File: config.mk
export PLATFORM = sky130hd
export DESIGN_NAME = wildcard_byte_pattern_search_core
export DESIGN_NICKNAME = d
export VERILOG_FILES = /design/src/hdl/wbps_pkg.sv /design/src/hdl/wildcard_byte_pattern_search_core.sv /design/src/hdl/wbps_cell.sv
export SDC_FILE = /design/constraint.sdc
export NUM_CORES = 1
export LEC_CHECK = 0
export BUFFER_PORTS_ARGS = -buffer_cell sky130_fd_sc_hd__buf_2
export CAP_MARGIN = 20
export CORE_MARGIN = 2
export CORE_UTILIZATION = 50
export DETAILED_ROUTE_END_ITERATION = 6
export PLACE_DENSITY = 0.75
export SLEW_MARGIN = 20
export SYNTH_ARGS = -nofsm -noshare
export SYNTH_HDL_FRONTEND = slang
export SYNTH_SLANG_ARGS = --single-unit
export TNS_END_PERCENT = 50
File: constraint.sdc
create_clock -name aclk -period 7.55 [get_ports aclk]
set_input_delay 0.755 -clock aclk [delete_from_list [all_inputs] [get_ports aclk]]
set_output_delay 0.755 -clock aclk [all_outputs]
set_load 0.005 [all_outputs]
File: src/hdl/wbps_pkg.sv
package wbps_pkg;

    // Register indexes on the configuration port
    localparam logic [1:0] REG_PATTERN_LENGTH = 2'd0;
    localparam logic [1:0] REG_PATTERN_LOW    = 2'd1;
    localparam logic [1:0] REG_PATTERN_HIGH   = 2'd2;
    localparam logic [1:0] REG_WILDCARD_MASK  = 2'd3;

    localparam int CFG_INDEX_W   = 2;
    localparam int CFG_DATA_W    = 64;
    localparam int LEN_W         = 5;
    localparam int REG_POSITIONS = 16;
    localparam int POS_W         = 4;
    localparam int OUT_ADDR_W    = 20;

    typedef struct packed {
        logic shift;     // beat takes part in the scan
        logic clear_in;  // scan start: zero the byte coming from the neighbor
        logic active;    // cell lies inside the pattern length
        logic wild;      // pattern position of this cell matches any byte
    } cell_ctrl_t;

endpackage

File: src/hdl/wildcard_byte_pattern_search_core.sv
// A result beat appears on m_tvalid in the cycle after the input beat that causes it.
// Throughput: one input beat per cycle; the whole cell row compares in the accepting cycle.
// The input stalls only while a result beat waits in the output register and m_tready is low.
// Reset (aresetn low at a rising edge): clears registers, window, byte count, done flag
// and the output register; the first beat after reset is taken as address zero.
module wildcard_byte_pattern_search_core #(
    parameter int PATTERN_MAX  = 16,
    parameter int ADDRESS_BITS = 20
) (
    input  logic                              aclk,
    input  logic                              aresetn,
    // configuration
    input  logic                              cfg_wen,
    input  logic [wbps_pkg::CFG_INDEX_W-1:0]  cfg_index,
    input  logic [wbps_pkg::CFG_DATA_W-1:0]   cfg_wdata,
    // input stream
    input  logic                              s_tvalid,
    output logic                              s_tready,
    input  logic [7:0]                        s_tdata,   // [7:0] byte_value
    input  logic                              s_tuser,   // [0] scan_start
    input  logic                              s_tlast,   // scan_end
    // result stream
    output logic                              m_tvalid,
    input  logic                              m_tready,
    output logic [23:0]                       m_tdata,   // [19:0] match_address, [23:20] zero
    output logic                              m_tuser    // [0] found
);
    import wbps_pkg::*;

    localparam int CAP = (PATTERN_MAX < REG_POSITIONS) ? PATTERN_MAX : REG_POSITIONS;
    localparam logic [LEN_W-1:0] CAP_LEN = LEN_W'(CAP);
    localparam logic [ADDRESS_BITS:0] COUNT_MAX = '1;

    logic [LEN_W-1:0]       len_reg,  len_next;
    logic [63:0]            pat_lo_reg, pat_lo_next;
    logic [63:0]            pat_hi_reg, pat_hi_next;
    logic [15:0]            wild_reg, wild_next;
    logic [ADDRESS_BITS:0]  cnt_reg, cnt_next;
    logic                   finished_reg, finished_next;
    logic                   m_valid_reg, m_valid_next;
    logic                   m_found_reg, m_found_next;
    logic [OUT_ADDR_W-1:0]  m_addr_reg, m_addr_next;

    logic                   s_accept;
    logic                   live;
    logic [LEN_W-1:0]       eff_len;
    logic [ADDRESS_BITS:0]  cnt_base;
    logic [ADDRESS_BITS:0]  cnt_inc;
    logic [ADDRESS_BITS:0]  start_addr;
    logic                   window_ok;
    logic                   hit;
    logic [127:0]           pat_all;

    logic [7:0]             cell_q     [PATTERN_MAX];
    logic [PATTERN_MAX-1:0] cell_match;

    assign s_accept = s_tvalid && s_tready;
    assign s_tready = !m_valid_reg || m_tready;
    // after the result of a scan, only a scan start brings the block back
    assign live     = s_accept && (s_tuser || !finished_reg);
    assign eff_len  = (len_reg > CAP_LEN) ? CAP_LEN : len_reg;
    assign pat_all  = {pat_hi_reg, pat_lo_reg};

    genvar k;
    generate
        for (k = 0; k < PATTERN_MAX; k++) begin : g_cell
            cell_ctrl_t ctrl;
            logic [7:0] byte_in;
            logic [7:0] pattern_byte;

            if (k == 0) begin : g_head
                assign byte_in       = s_tdata;
                assign ctrl.clear_in = 1'b0;
            end else begin : g_body
                assign byte_in       = cell_q[k-1];
                assign ctrl.clear_in = s_tuser;
            end

            if (k < REG_POSITIONS) begin : g_cmp
                // window slot k holds pattern position len-1-k
                logic [LEN_W-1:0] pos;
                assign pos          = eff_len - LEN_W'(k + 1);
                assign ctrl.active  = eff_len > LEN_W'(k);
                assign ctrl.wild    = wild_reg[pos[POS_W-1:0]];
                assign pattern_byte = pat_all[pos[POS_W-1:0]*8 +: 8];
            end else begin : g_idle
                assign ctrl.active  = 1'b0;
                assign ctrl.wild    = 1'b0;
                assign pattern_byte = 8'h00;
            end

            assign ctrl.shift = live;

            wbps_cell u_cell (
                .aclk         (aclk),
                .aresetn      (aresetn),
                .ctrl         (ctrl),
                .byte_in      (byte_in),
                .pattern_byte (pattern_byte),
                .byte_q       (cell_q[k]),
                .match        (cell_match[k])
            );
        end
    endgenerate

    assign window_ok  = &cell_match;
    assign cnt_base   = s_tuser ? '0 : cnt_reg;
    assign cnt_inc    = (cnt_base == COUNT_MAX) ? COUNT_MAX : cnt_base + 1'b1;
    assign start_addr = cnt_inc - (ADDRESS_BITS + 1)'(eff_len);
    assign hit        = (eff_len != '0)
                     && (cnt_inc >= (ADDRESS_BITS + 1)'(eff_len))
                     && (cnt_inc != COUNT_MAX)
                     && !start_addr[ADDRESS_BITS]
                     && window_ok;

    always_comb begin
        len_next    = len_reg;
        pat_lo_next = pat_lo_reg;
        pat_hi_next = pat_hi_reg;
        wild_next   = wild_reg;
        if (cfg_wen) begin
            case (cfg_index)
                REG_PATTERN_LENGTH: len_next    = cfg_wdata[LEN_W-1:0];
                REG_PATTERN_LOW:    pat_lo_next = cfg_wdata;
                REG_PATTERN_HIGH:   pat_hi_next = cfg_wdata;
                REG_WILDCARD_MASK:  wild_next   = cfg_wdata[15:0];
                default:            len_next    = len_reg;
            endcase
        end
    end

    always_comb begin
        cnt_next      = cnt_reg;
        finished_next = finished_reg;
        m_valid_next  = m_valid_reg;
        m_found_next  = m_found_reg;
        m_addr_next   = m_addr_reg;
        if (m_valid_reg && m_tready) begin
            m_valid_next = 1'b0;
        end
        if (live) begin
            cnt_next      = cnt_inc;
            finished_next = hit || s_tlast;
            if (hit || s_tlast) begin
                m_valid_next = 1'b1;
                m_found_next = hit;
                m_addr_next  = hit ? OUT_ADDR_W'(start_addr[ADDRESS_BITS-1:0]) : '0;
            end
        end
    end

    always_ff @(posedge aclk) begin
        if (!aresetn) begin
            len_reg      <= '0;
            pat_lo_reg   <= '0;
            pat_hi_reg   <= '0;
            wild_reg     <= '0;
            cnt_reg      <= '0;
            finished_reg <= 1'b0;
            m_valid_reg  <= 1'b0;
            m_found_reg  <= 1'b0;
            m_addr_reg   <= '0;
        end else begin
            len_reg      <= len_next;
            pat_lo_reg   <= pat_lo_next;
            pat_hi_reg   <= pat_hi_next;
            wild_reg     <= wild_next;
            cnt_reg      <= cnt_next;
            finished_reg <= finished_next;
            m_valid_reg  <= m_valid_next;
            m_found_reg  <= m_found_next;
            m_addr_reg   <= m_addr_next;
        end
    end

    assign m_tvalid = m_valid_reg;
    assign m_tuser  = m_found_reg;
    assign m_tdata  = {4'h0, m_addr_reg};

    a_notfound_zero: assert property (@(posedge aclk) disable iff (!aresetn)
        m_tvalid && !m_tuser |-> m_tdata == '0)
        else $error("not-found beat carries a nonzero address");

    a_done_holds: assert property (@(posedge aclk) disable iff (!aresetn)
        finished_reg && !(s_accept && s_tuser) |=> finished_reg)
        else $error("done flag dropped without a scan start");

    a_result_shown: assert property (@(posedge aclk) disable iff (!aresetn)
        live && (hit || s_tlast) |=> m_tvalid)
        else $error("result beat not presented");

    a_done_from_beat: assert property (@(posedge aclk) disable iff (!aresetn)
        !finished_reg ##1 finished_reg |-> $past(s_accept))
        else $error("done flag set without an input beat");

endmodule

File: src/hdl/wbps_cell.sv
module wbps_cell (
    input  logic                 aclk,
    input  logic                 aresetn,
    input  wbps_pkg::cell_ctrl_t ctrl,
    input  logic [7:0]           byte_in,
    input  logic [7:0]           pattern_byte,
    output logic [7:0]           byte_q,
    output logic                 match
);
    import wbps_pkg::*;

    logic [7:0] byte_reg;
    logic [7:0] byte_next;
    logic [7:0] incoming;

    assign incoming = ctrl.clear_in ? 8'h00 : byte_in;

    // compare against the byte this cell holds after the shift
    assign match  = !ctrl.active || ctrl.wild || (incoming == pattern_byte);
    assign byte_q = byte_reg;

    always_comb begin
        byte_next = byte_reg;
        if (ctrl.shift) begin
            byte_next = incoming;
        end
    end

    always_ff @(posedge aclk) begin
        if (!aresetn) begin
            byte_reg <= 8'h00;
        end else begin
            byte_reg <= byte_next;
        end
    end

endmodule
==> flow_summary.yaml, run 1 <==
yosys:
  post_synth_num_cell_types: 95
  mapped_area_um2: 25400
  synthesis.instances: 3107
  synth.avg_cell_area_um2: 8.18
  number_of_enable_type_register_cells_in_the_synthesized_netlist: 0
  async_flop_share_pct: 0
  netlist_top_cells_area: "sky130_fd_sc_hd__dfxtp_1 25%, sky130_fd_sc_hd__mux4_2 13%, sky130_fd_sc_hd__nand2_1 7.3%"
  synth_flop_cell: "sky130_fd_sc_hd__dfxtp_1"
  sequential_to_total_area_share_from_yosys_stat_pct: 24.7
  synth.largest_area_cell: "sky130_fd_sc_hd__dfxtp_1"
  yosysWarningCount: 0
  yosys_register_bits: 313
  synth.top_cell.area_share_pct: 24.7
floorplanning:
  fp-row-count: 82
  die_width_um: 229
  effective_utilization_at_floorplan_pct: 50.6
  placeableCoreArea_um2: 50200
  floorplan.io_pins: 108
  die-height_um: 229
  floorplan.die_area_um2: 52600
clocking:
  numCtsBuffers: 37
  post_cts_hold_buffer_count: 0
  cts.path.max_buffers: 3
  post_cts_resized: 0
  clock_sink_count: 313
  cts.htree.levels: 2
  clkLatencyLatePin_ns: 0.58
  cts.reportedPaths.clkPinSlew_ns: 0.07
  postCtsSetupRepairBufs: 0
  root_buf_cell: "sky130_fd_sc_hd__clkbuf_16"
  clock_tree_from_tritoncts: "done"
pwr:
  powerDensity_nw_per_um2: 169
  irDropWorstVdd_v: 0.000154
  finalPower_mw: 4.63
  power_leakage_nw: 9.73
timing:
  max_clock_freq_mhz: 169
  period_needed_ns: 5.93
  totalNegativeSetupSlack_ns: 0
  transition_time_at_the_pin_with_the_least_slew_margin_ns: 1.30
  final_max_slew_viol_count: 0
  clock-skew-final_ns: 0.0180
  grt_setup_unrepaired: "false"
  hold_violations: 0
  final_worst_path_period_share_pct: 78.5
  max-slew-margin-rel_pct: 12.8
  timing.final.setup_violations: 0
setup_path:
  critical-path-max-stage-delay_ns: 1.00
  worst_path_max_fanout: 64
  critPathCaptureType: "flop"
  crit_slowest_cell: "sky130_fd_sc_hd__ha_4"
  critical_path_buf_inv_count: 3
  crit_path_cell_trace: "nand2b_2 > ha_4 > buf_4 > mux4_2 > mux4_2 > nor4bb_1 > a31oi_1 > o22ai_1 > nand4_1 > o211a_1 > a2111oi_0 > buf_4 > nand4b_2 > buf_4 > mux2i_1"
  critical_path.top_delay_family: "multiplexers"
  worst-setup-path-type: "flop to flop"
  required_time_worst_endpoint_ns: 7.99
  start_kind: "flop"
  critPathArrivalTime_ns: 6.36
  timing.critical_path.mode_cell: "sky130_fd_sc_hd__buf_4"
run_status:
  run_status: "complete, but fails checks"
  violations_in_the_final_reports: "DRC"
global_routing:
  first_global_vias: 24269
  grt_overflow: 0
  antenna_found_initial: 6
  grt_first_pass_wirelength_mm: 168
  grt_start_max_net_pins: 158
  grt_usage_pct: 43.3
final_layout:
  fin_nets: 3138
  largest_register_ff_count: 120
  layout-area-overhead-vs-synth_pct: 7.96
  final_layout_size_suffix_gt1_share_pct: 16.5
  postLayoutCellArea_um2: 27400
placed_design:
  postPlaceCellArea_um2: 26200
  port-buffer-count: 103
  gp_congestion: 1.10
  detailed_place_hpwl_mm: 86.9
drt:
  drt-pass1-iter-count: 7
  post_drt_via_cell_ratio: 7.06
  avgRoutedWirePerCell_um: 31.1
  initialDrtViolationCount: 3573
  postRouteAntennaNets: 0
  finalWirelength_mm: 117
  drc_errors: 2
  route.vias.total: 26470
worst_hold_path:
  hold_path.class: "primary input to flop"
flow_run:
  max_cap_violations: 0
cells in the final DEF, fill, tap and decap left out, types with 17 or more instances in the layout:
cell,Yosys,final
sky130_fd_sc_hd__o211ai_1,19,19
sky130_fd_sc_hd__dfxtp_1,313,309
sky130_fd_sc_hd__a221oi_1,17,17
sky130_fd_sc_hd__nor3_1,40,39
sky130_fd_sc_hd__o21ai_0,75,75
sky130_fd_sc_hd__inv_1,35,34
sky130_fd_sc_hd__nand4_1,19,19
sky130_fd_sc_hd__a31oi_1,43,43
sky130_fd_sc_hd__buf_2,60,102
sky130_fd_sc_hd__mux2_2,65,65
sky130_fd_sc_hd__nor4bb_1,17,17
sky130_fd_sc_hd__nand2_1,492,492
sky130_fd_sc_hd__and3_1,84,83
sky130_fd_sc_hd__xor2_1,31,31
sky130_fd_sc_hd__xnor2_1,81,79
sky130_fd_sc_hd__nand3_1,33,32
sky130_fd_sc_hd__clkbuf_16,0,37
sky130_fd_sc_hd__mux4_2,152,152
sky130_fd_sc_hd__nor4_1,21,20
sky130_fd_sc_hd__a211oi_1,38,38
sky130_fd_sc_hd__nand2b_1,22,21
sky130_fd_sc_hd__nor2b_1,41,40
sky130_fd_sc_hd__nor3b_1,22,21
sky130_fd_sc_hd__o22ai_1,60,60
sky130_fd_sc_hd__mux2i_1,180,180
sky130_fd_sc_hd__a21oi_1,344,343
sky130_fd_sc_hd__nor2_1,281,279
sky130_fd_sc_hd__buf_4,22,61
layer usage:
layer  up-vias  track usage (%)  wire, µm
met5         -            0.460        55
met4         2             26.3      8200
met3       345             12.5     14100
met2      1773             61.7     48500
met1     12980             57.8     45800
li1      11370                -         -
cell families (layout without fill, tap and decap cells):
| logic type | Yosys count | after routing | synth area share (%) |
|---|---|---|---|
| simple gates | 1171 | 1171 | 22.0 |
| compound gates | 782 | 782 | 19.5 |
| mux | 402 | 402 | 23.8 |
| flops | 313 | 313 | 24.7 |
| buf+inv | 310 | 271 | 5.33 |
| xor+xnor | 114 | 114 | 3.99 |
| fa+ha+maj | 14 | 14 | 0.699 |
| other cells | 1 | 9 | 0.0148 |
synth_stat cells, drive strengths merged, types with 11 or more instances:
master and count:
and3b 11, mux2 65, nor2b 41, a21oi 344
nor3 40, a2111oi 11, mux4 152, a211oi 38
a221oi 17, nand4 20, mux2i 185, nand2b 23
a2bb2oi 12, nand2 492, nor2 282, o21ai 78
nor4 24, buf 102, nand3 33, xnor2 83
and3 84, ha 11, nand3b 12, a32oi 14
a31oi 43, o221ai 13, o21bai 16, nor3b 22
or3b 12, nor4bb 17, clkbuf 167, a22oi 12
xor2 31, o22ai 60, o211ai 19, dfxtp 313
inv 38
layout make-up:
cell class	instances	area [µm²]
fill	4636	22700
multi-input combinational	2487	17900
sequential	313	6280
timing repair buffer	165	1010
clock buffer	45	986
tap	672	841
clock inverter	20	214
inverter	41	164
antenna	5	12.5
worst register-to-register path: stages (launching register included):
cell,delay (ns)
sky130_fd_sc_hd__dfxtp_4,0.63
sky130_fd_sc_hd__nand2b_2,0.41
sky130_fd_sc_hd__ha_4,1.00
sky130_fd_sc_hd__buf_4,0.48
sky130_fd_sc_hd__mux4_2,0.41
sky130_fd_sc_hd__mux4_2,0.53
sky130_fd_sc_hd__nor4bb_1,0.28
sky130_fd_sc_hd__a31oi_1,0.06
sky130_fd_sc_hd__o22ai_1,0.31
sky130_fd_sc_hd__nand4_1,0.23
sky130_fd_sc_hd__o211a_1,0.22
sky130_fd_sc_hd__a2111oi_0,0.41
sky130_fd_sc_hd__buf_4,0.19
sky130_fd_sc_hd__nand4b_2,0.16
sky130_fd_sc_hd__buf_4,0.30
sky130_fd_sc_hd__mux2i_1,0.18
worst paths after layout:
path                               from  cells past startpoint                    endpoint  slack, ns
min reg2reg  g_cell[9].u_cell.byte_q[2]                      2  g_cell[9].u_cell.byte_q[2]       0.45
max reg2reg                  len_reg[1]                     15               m_addr_reg[0]       1.62
max                          len_reg[1]                     15               m_addr_reg[0]       1.62
min                       cfg_wdata[22]                      3              pat_lo_reg[22]       0.43
per-stage QoR:
stage | worst slack (ns) | hold slack, ns | cells | utilization [%]
4_1_cts | 1.76 | 0.417 | 3743 | 54.6
6_report | 1.62 | 0.431 | 3748 | 54.7
3_3_place_gp | 1.88 | 0.439 | 3678 | 52.2
3_5_place_dp | 1.74 | 0.446 | 3678 | 52.2
2_1_floorplan | 1.18 | 0.432 | 3110 | -
5_1_grt | 1.54 | 0.440 | 3747 | 54.7
power by group:
| part | switching, mW | total (mW) | leakage [nW] | internal (mW) |
|---|---|---|---|---|
| logic | 0.680 | 1.04 | 6.61 | 0.365 |
| clock network | 0.792 | 1.81 | 0.579 | 1.02 |
| registers | 0.0890 | 1.78 | 2.54 | 1.69 |
Note: power is estimated with default switching activity, not from simulation.
==> run 2, diff against run 1 <==
Clock period 7.55 ns to 5.9 ns, I/O delays scaled along.
==> run 2 against run 1 <==
The flow now finishes without violations. Non-clock buffer count increased by 56. Core utilization increased by 0.88 points. Clock power increased by 24%. Wire length decreased by 1.5%. Largest power group is now sequential cells.
==> flow_summary.yaml, run 2 (synthesis gave the netlist of run 1 again) <==
pwr:
  p_sw_share_pct: 33.0
  finalPower_mw: 5.89
  power.sequential.fraction_pct: 38.7
  powerDensity_nw_per_um2: 211
  power_leakage_nw: 10.0
  pwr-share-clk_pct: 38.1
  switching_power_mw: 1.94
  p_int_mw: 3.94
  irDropWorstVdd_v: 0.000241
  combinationalPowerShare_pct: 23.2
placed_design:
  detailed_place_hpwl_mm: 86.6
  port-buffer-count: 103
  place_worst_setup_slack_ns: 0.456
  gp_congestion: 1.13
  place_inst: 3734
  postPlaceCellArea_um2: 26700
run_status:
  run_status: "finished clean"
setup_path:
  worst-setup-path-type: "flop to flop"
  required_time_worst_endpoint_ns: 6.34
  critPathCaptureType: "flop"
  ff2ff_path_depth: 19
  critPathArrivalTime_ns: 5.62
  timing.rr.start: "cnt_reg[0]"
  start_kind: "flop"
  worst_path_max_fanout: 23
  critical_path.startpoint: "cnt_reg[0]"
  crit_end: "m_addr_reg[4]"
  worstReg2RegEnd: "m_addr_reg[4]"
  r2r_slack_ns: 0.72
timing:
  totalNegativeSetupSlack_ns: 0
  max_clock_freq_mhz: 193
  grt_setup_unrepaired: "false"
  fin_ws_ns: 0.724
  whs_ns: 0.256
  final_worst_path_period_share_pct: 87.7
  period_needed_ns: 5.18
  final_max_slew_viol_count: 0
  clock-skew-final_ns: 0.0185
  max-slew-margin-rel_pct: 17.4
  timing.final.setup_violations: 0
  hold_violations: 0
  transition_time_at_the_pin_with_the_least_slew_margin_ns: 1.23
global_routing:
  grt_first_pass_wirelength_mm: 167
  grt_usage_pct: 42.6
  first_global_vias: 24870
  antenna_found_initial: 2
  grt_start_max_net_pins: 135
  grt_overflow: 0
final_layout:
  fin_nets: 3194
  layout-area-overhead-vs-synth_pct: 9.69
  largest_register_ff_count: 120
  commonest_cells_after_routing_fill_and_taps_aside: "492 x sky130_fd_sc_hd__nand2_1, 344 x sky130_fd_sc_hd__a21oi_1, 309 x sky130_fd_sc_hd__dfxtp_1"
  layout.cells.most_common: "sky130_fd_sc_hd__nand2_1"
  postLayoutCellArea_um2: 27900
  final_layout_size_suffix_gt1_share_pct: 17.8
  fill_cells: 4578
  final_cell_count_no_fill: 3800
  utilization_pct: 55.5
floorplanning:
  placeableCoreArea_um2: 50200
  floorplan.die_area_um2: 52600
  die_width_um: 229
  effective_utilization_at_floorplan_pct: 50.6
  floorplan.io_pins: 108
  fp-row-count: 82
  die-height_um: 229
clocking:
  numCtsBuffers: 37
  clock_tree_from_tritoncts: "done"
  postCtsSetupRepairBufs: 0
  cts.htree.levels: 2
  cts.path.max_buffers: 3
  cts.reportedPaths.clkPinSlew_ns: 0.07
  post_cts_resized: 0
  root_buf_cell: "sky130_fd_sc_hd__clkbuf_16"
  clkLatencyLatePin_ns: 0.58
  clock_sink_count: 313
  post_cts_hold_buffer_count: 0
drt:
  drc_errors: 0
  drt-pass1-iter-count: 7
  route.vias.total: 26956
  avgRoutedWirePerCell_um: 30.2
  postRouteAntennaNets: 0
  post_drt_via_cell_ratio: 7.09
  initialDrtViolationCount: 4146
  finalWirelength_mm: 115
flow_run:
  max_cap_violations: 0
worst_hold_path:
  hold_path.class: "primary input to flop"
## run 2: final cells by class
type	instances	area [µm²]	share of cell area (%)
Antenna cell	3	7.51	0.0269
Clock buffer	50	1040	3.75
Clock inverter	13	105	0.377
Inverter	41	164	0.588
Multi-Input combinational cell	2487	17900	64.2
Sequential cell	313	6280	22.5
Tap cell	672	841	3.02
Timing Repair Buffer	221	1530	5.49
## run 2: layer usage
metal / track usage [%] / share of wire (%) / vias to the layer above
li1: - / - / 11481
met1: 56.1 / 38 / 13129
met2: 61.2 / 41 / 1924
met3: 10.7 / 12 / 420
met4: 29.1 / 8.3 / 2
met5: 0 / 0.013 / -
## run 2: how the worst min path moves through the flow
stage | start | endpoint | slack, ns | cells past startpoint
after floorplan | g_cell[0].u_cell.byte_q[0] | g_cell[0].u_cell.byte_q[0] | 0.43 | 2
after global placement | g_cell[2].u_cell.byte_q[1] | g_cell[2].u_cell.byte_q[1] | 0.44 | 2
after detailed placement | g_cell[1].u_cell.byte_q[0] | g_cell[1].u_cell.byte_q[0] | 0.45 | 2
after CTS | cfg_wdata[53] | pat_lo_reg[53] | 0.25 | 3
after global routing | cfg_wdata[55] | pat_lo_reg[55] | 0.27 | 3
final | cfg_wdata[59] | pat_lo_reg[59] | 0.26 | 3
## run 2: power by group through the flow
stage	Combinational (mW)	Sequential, mW	Clock, mW
floorplan	0.859	2.25	0
global placement	1.29	2.31	0
detailed placement	1.31	2.31	0
CTS	1.31	2.27	2.26
global route	1.42	2.28	2.34
finish	1.37	2.28	2.24
## run 2: worst max-delay path, cell delays in order, from the launching register on
cell and delay (ns):
sky130_fd_sc_hd__dfxtp_1 0.41, sky130_fd_sc_hd__nor2b_1 0.19, sky130_fd_sc_hd__ha_1 0.25, sky130_fd_sc_hd__nand4b_1 0.16
sky130_fd_sc_hd__nor4_2 0.31, sky130_fd_sc_hd__nand2_1 0.18, sky130_fd_sc_hd__o21ai_0 0.17, sky130_fd_sc_hd__ha_1 0.34
sky130_fd_sc_hd__a21oi_1 0.25, sky130_fd_sc_hd__o21ai_0 0.12, sky130_fd_sc_hd__nor4_1 0.40, sky130_fd_sc_hd__o21ai_0 0.23
sky130_fd_sc_hd__buf_4 0.20, sky130_fd_sc_hd__nor4_1 0.36, sky130_fd_sc_hd__xor2_1 0.34, sky130_fd_sc_hd__o2111ai_1 0.19
sky130_fd_sc_hd__nor4_2 0.34, sky130_fd_sc_hd__nand4b_2 0.23, sky130_fd_sc_hd__buf_12 0.23, sky130_fd_sc_hd__mux2i_1 0.14
